==> config.mk <==
export PLATFORM = sky130hd
export DESIGN_NAME = fla_ctrl
export DESIGN_NICKNAME = d
export VERILOG_FILES = /design/src/design/fla_pkg.sv /design/src/design/fla_ctrl.sv
export SDC_FILE = /design/constraint.sdc
export NUM_CORES = 1
export LEC_CHECK = 0
export BUFFER_PORTS_ARGS = -buffer_cell sky130_fd_sc_hd__buf_2
export CORE_AREA = 2 2 39 41
export DETAILED_ROUTE_END_ITERATION = 8
export DIE_AREA = 0 0 41 43
export PLACE_DENSITY = 0.62
export SYNTH_ARGS = -nofsm -noshare
export SYNTH_HDL_FRONTEND = slang
export SYNTH_SLANG_ARGS = --single-unit
==> constraint.sdc <==
create_clock -name clk_i -period 3.1 [get_ports clk_i]
set_input_delay 0.775 -clock clk_i [delete_from_list [all_inputs] [get_ports clk_i]]
set_output_delay 0.775 -clock clk_i [all_outputs]
set_load 0.1 [all_outputs]
==> src/design/fla_pkg.sv <==
// ----------------------------------------------------------------------------
// fla_pkg: free-list allocator shared types
// Request/response beat structs, status codes and controller/datapath links.
// ----------------------------------------------------------------------------
package fla_pkg;

  localparam int unsigned HdrBytes = 8;
  localparam int unsigned MinNode  = 16;
  localparam int unsigned ResetPool  = 8192;
  localparam int unsigned ResetAlign = 8;

  typedef enum logic [2:0] {
    StOk        = 3'd0,
    StZeroReq   = 3'd1,
    StOom       = 3'd2,
    StNullFree  = 3'd3,
    StNothing   = 3'd4,
    StBadFree   = 3'd5,
    StTableFull = 3'd6
  } status_e;

  localparam logic [1:0] CfgPool  = 2'd0;
  localparam logic [1:0] CfgAlign = 2'd1;
  localparam logic [1:0] CfgFit   = 2'd2;

  typedef struct packed {
    logic        mode;
    logic [23:0] request_size;
    logic [23:0] free_offset;
  } req_t;

  typedef struct packed {
    logic [2:0]  status;
    logic [23:0] data_offset;
    logic [23:0] block_size;
    logic [23:0] bytes_used;
  } rsp_t;

  // controller -> datapath
  typedef struct packed {
    logic load;      // capture request, reset scan
    logic scan;      // step segment scan one entry
    logic lscan;     // step live-slot scan one entry
    logic commit;    // apply table update
    logic shift;     // one shift step of segment table
    logic respond;   // drive result
  } cmd_t;

  // datapath -> controller
  typedef struct packed {
    logic is_free;
    logic early_err;   // zero request / null free / nothing allocated
    logic scan_done;
    logic lscan_done;
    logic fail;        // oom / bad free / table full after scans
    logic shift_done;
  } sts_t;

endpackage

==> src/design/fla_ctrl.sv <==
// ----------------------------------------------------------------------------
// fla_ctrl: request sequencer
// Steps the datapath through check, scans, table update and response.
// ----------------------------------------------------------------------------
module fla_ctrl import fla_pkg::*; (
  input  logic clk_i,
  input  logic rst_ni,
  input  logic start_i,
  output logic busy_o,
  input  sts_t sts_i,
  output cmd_t cmd_o
);

  typedef enum logic [5:0] {
    SIdle  = 6'b000001,
    SCheck = 6'b000010,
    SScan  = 6'b000100,
    SLive  = 6'b001000,
    SShift = 6'b010000,
    SResp  = 6'b100000
  } state_e;

  state_e state_q, state_d;

  always_comb begin
    state_d = state_q;
    cmd_o   = '0;
    unique case (state_q)
      SIdle: begin
        if (start_i) begin
          cmd_o.load = 1'b1;
          state_d = SCheck;
        end
      end
      SCheck: begin
        if (sts_i.early_err) state_d = SResp;
        else state_d = sts_i.is_free ? SLive : SScan;
      end
      SScan: begin
        cmd_o.scan = 1'b1;
        if (sts_i.scan_done) begin
          if (sts_i.is_free) state_d = sts_i.fail ? SResp : SShift;
          else state_d = sts_i.fail ? SResp : SLive;
        end
      end
      SLive: begin
        cmd_o.lscan = 1'b1;
        if (sts_i.lscan_done) begin
          if (sts_i.fail) state_d = SResp;
          else if (sts_i.is_free) state_d = SScan;
          else state_d = SShift;
        end
      end
      SShift: begin
        cmd_o.shift = 1'b1;
        if (sts_i.shift_done) begin
          cmd_o.commit = 1'b1;
          state_d = SResp;
        end
      end
      SResp: begin
        cmd_o.respond = 1'b1;
        state_d = SIdle;
      end
      default: state_d = SIdle;
    endcase
  end

  always_ff @(posedge clk_i or negedge rst_ni) begin
    if (!rst_ni) begin
      state_q <= SIdle;
    end else begin
      state_q <= state_d;
    end
  end

  assign busy_o = (state_q != SIdle);

  a_onehot: assert property (@(posedge clk_i) disable iff (!rst_ni) $onehot(state_q))
    else $error("state not one-hot");
  a_resp_idle: assert property (@(posedge clk_i) disable iff (!rst_ni)
    cmd_o.respond |=> !busy_o)
    else $error("no return to idle after response");
  a_start: assert property (@(posedge clk_i) disable iff (!rst_ni)
    (start_i && !busy_o) |=> busy_o)
    else $error("accepted request not started");

endmodule

==> flow_summary.ini <==
[outcome]
run_status = finished clean

[floorplan]
core_mm2 = 0.00138
num_io_pins = 16
die_w_um = 41
die_h_um = 43
start_util = 0.333
dieArea_mm2 = 0.00176
rows = 14

[global_route]
grt_pass1_wl_mm = 1.70
grt.total_usage = 0.142
grt_overflow = 0
grt_pass1_vias = 405
antenna_found_initial = 0
grt_start_max_net_pins = 9

[power]
finalPower_mw = 0.473
p_leak_nw = 0.266
ir_worst_vdd_mv = 0.263
power.density_mw_per_mm2 = 806

[logic_synthesis]
ys_seq_elements = 6
synth_top_area_cell = dfrtp_1
synthCells = 49
synth.cell_area_um2 = 460
syn_nets = 58
ys_async_sr_fraction = 1.00
yosysMostFrequentCell = dfrtp_1
synthFlopType = dfrtp_1
netlist_top_cells_area = dfrtp_1 (27%), o41ai_4 (6.0%), dfstp_2 (5.7%)
synth_edf_count = 0
synth_commonest_cells = dfrtp_1 (5), and2_1 (4), inv_1 (4), nor2_1 (4), nor3_1 (4)
synth.distinct_cells = 24
avgSynthCellArea_um2 = 9.40
synth_top_area_frac = 0.272
ys_seq_area_frac = 0.329
yosysWarnings = 0

[finish]
num-nets-final = 77
design_area_um2 = 587
multi_input_area_um2 = 299
regArea_um2 = 151
top_regs = state_q (6)
area_growth_pct = 27.4
regMostFlops = state_q
layout-drive-gt1-share = 0.418
fillers = 145
largest_reg_flops = 6
post-route-util = 0.424
diodes = 0

[clock_tree]
cts_tree = yes
cts_resized = 0
cts_buffers = 3
clk_latency_ns = 0.25
clk_path_buf_depth = 2
postCtsHoldBufs = 0
clock_sinks = 6
cts_max_level = 1
cts.reportedPaths.clkPinSlew_ns = 0.05
clockRootBuffer = clkbuf_4
post_cts_buffers = 0

[hold_path]
hold_class = in -> async

[timing]
fin_ws_ns = 0.151
tightest_slew_ns = 0.479
slew_viol_final = 0
min_period_ns = 2.95
post-route-period-util = 0.951
fmax_ghz = 0.339
setup_violations = 0
skew_ns = 0.0100
rsz0062_at_grt = false
hold_violations = 0
slew_headroom = 0.679

[placed_design]
io_buffers = 15
placed_area_um2 = 561
gp_congestion = 0.690
dp_hpwl_um = 772
dp_slack_ns = 0.411

[worst_setup_path]
critical_path.startpoint = state_q[5]$_DFFE_PN0P_
criticalPathCategory = reg -> out
worstReg2RegStart = state_q[1]$_DFFE_PN0P_
worst_ep_required_time_ns = 2.32
start_kind = register
crit_arrival_ns = 2.17
path_max_fanout = 5
cp-end-kind = output port

[drt]
drcViolationCount = 0
drt-pass1-iter-count = 4
drt-vias-per-instance = 5.22
post_drt_wl_per_cell_um = 12.0
drt_iter0_drc = 10
vias = 433
ant_nets = 0
wl_um = 997

[run]
max_cap_violations = 0
[area by class of cell]
cell class / instances / share of cell area
clock buffers: 4 / 0.0448
well taps: 16 / 0.0341
repair buffers: 15 / 0.128
inverters: 4 / 0.0256
multi-input cells: 38 / 0.510
flip-flops and latches: 6 / 0.258
[worst paths after layout]
path	to	cells past startpoint	slack [ns]
min in group clk_i	state_q[4]$_DFFE_PN0P_	3	0.70
worst min register to register	state_q[4]$_DFFE_PN0P_	3	0.70
worst max-delay path	cmd_o[5]	4	0.15
worst max register to register	state_q[3]$_DFFE_PN0P_	4	1.18
worst min-delay path	state_q[1]$_DFFE_PN0P_	1	0.34
max in group asynchronous	state_q[0]$_DFFE_PN1P_	1	2.54
[worst max-delay path: stages (launching register included)]
cell	delay (ns)
dfrtp_1	0.43
or4_1	0.61
nor2_1	0.31
and2_1	0.17
buf_2	0.41
[power breakdown]
| part | total (mW) | switching (mW) | internal (mW) |
|---|---|---|---|
| Combinational | 0.281 | 0.207 | 0.0745 |
| Sequential | 0.113 | 0.0154 | 0.0980 |
| Clock | 0.0783 | 0.0295 | 0.0488 |
| Total | 0.473 | 0.251 | 0.221 |
[placed cells by master, fill, tap and decap left out, types with 2 or more instances in the layout]
| cell | count |
|---|---|
| nor4_1 | 3 |
| dfrtp_1 | 5 |
| clkbuf_4 | 3 |
| or4_1 | 2 |
| a21oi_1 | 3 |
| o31ai_2 | 2 |
| inv_1 | 4 |
| and2_1 | 3 |
| buf_2 | 15 |
| nor3_1 | 4 |
| nor2_1 | 3 |
| or3_1 | 2 |
| nand2b_1 | 3 |
[logic make-up (layout without fill, tap and decap cells)]
family	Yosys count	in the layout	share of synthesized area
AND/OR/NAND/NOR	27	27	0.378
AO/OA/AOI/OAI	11	11	0.250
flip-flops	6	6	0.329
buffers and inverters	5	23	0.0435
[stage by stage]
| stage | TNS [ns] | hold WS, ns | std cells |
|---|---|---|---|
| 2_1_floorplan | -0.0874 | 0.479 | 49 |
| 5_1_grt | 0 | 0.337 | 83 |
| 6_report | 0 | 0.337 | 83 |
| 3_5_place_dp | 0 | 0.600 | 79 |
| 4_1_cts | 0 | 0.332 | 83 |
| 3_3_place_gp | 0 | 0.598 | 79 |
[routing by layer]
layer  global-route usage  share of wire
met1                0.199           0.48
met2                0.203           0.47
met3               0.0471          0.047
met4               0.0400              0
met5                    0              0
Power figures use the tool's default switching activity.
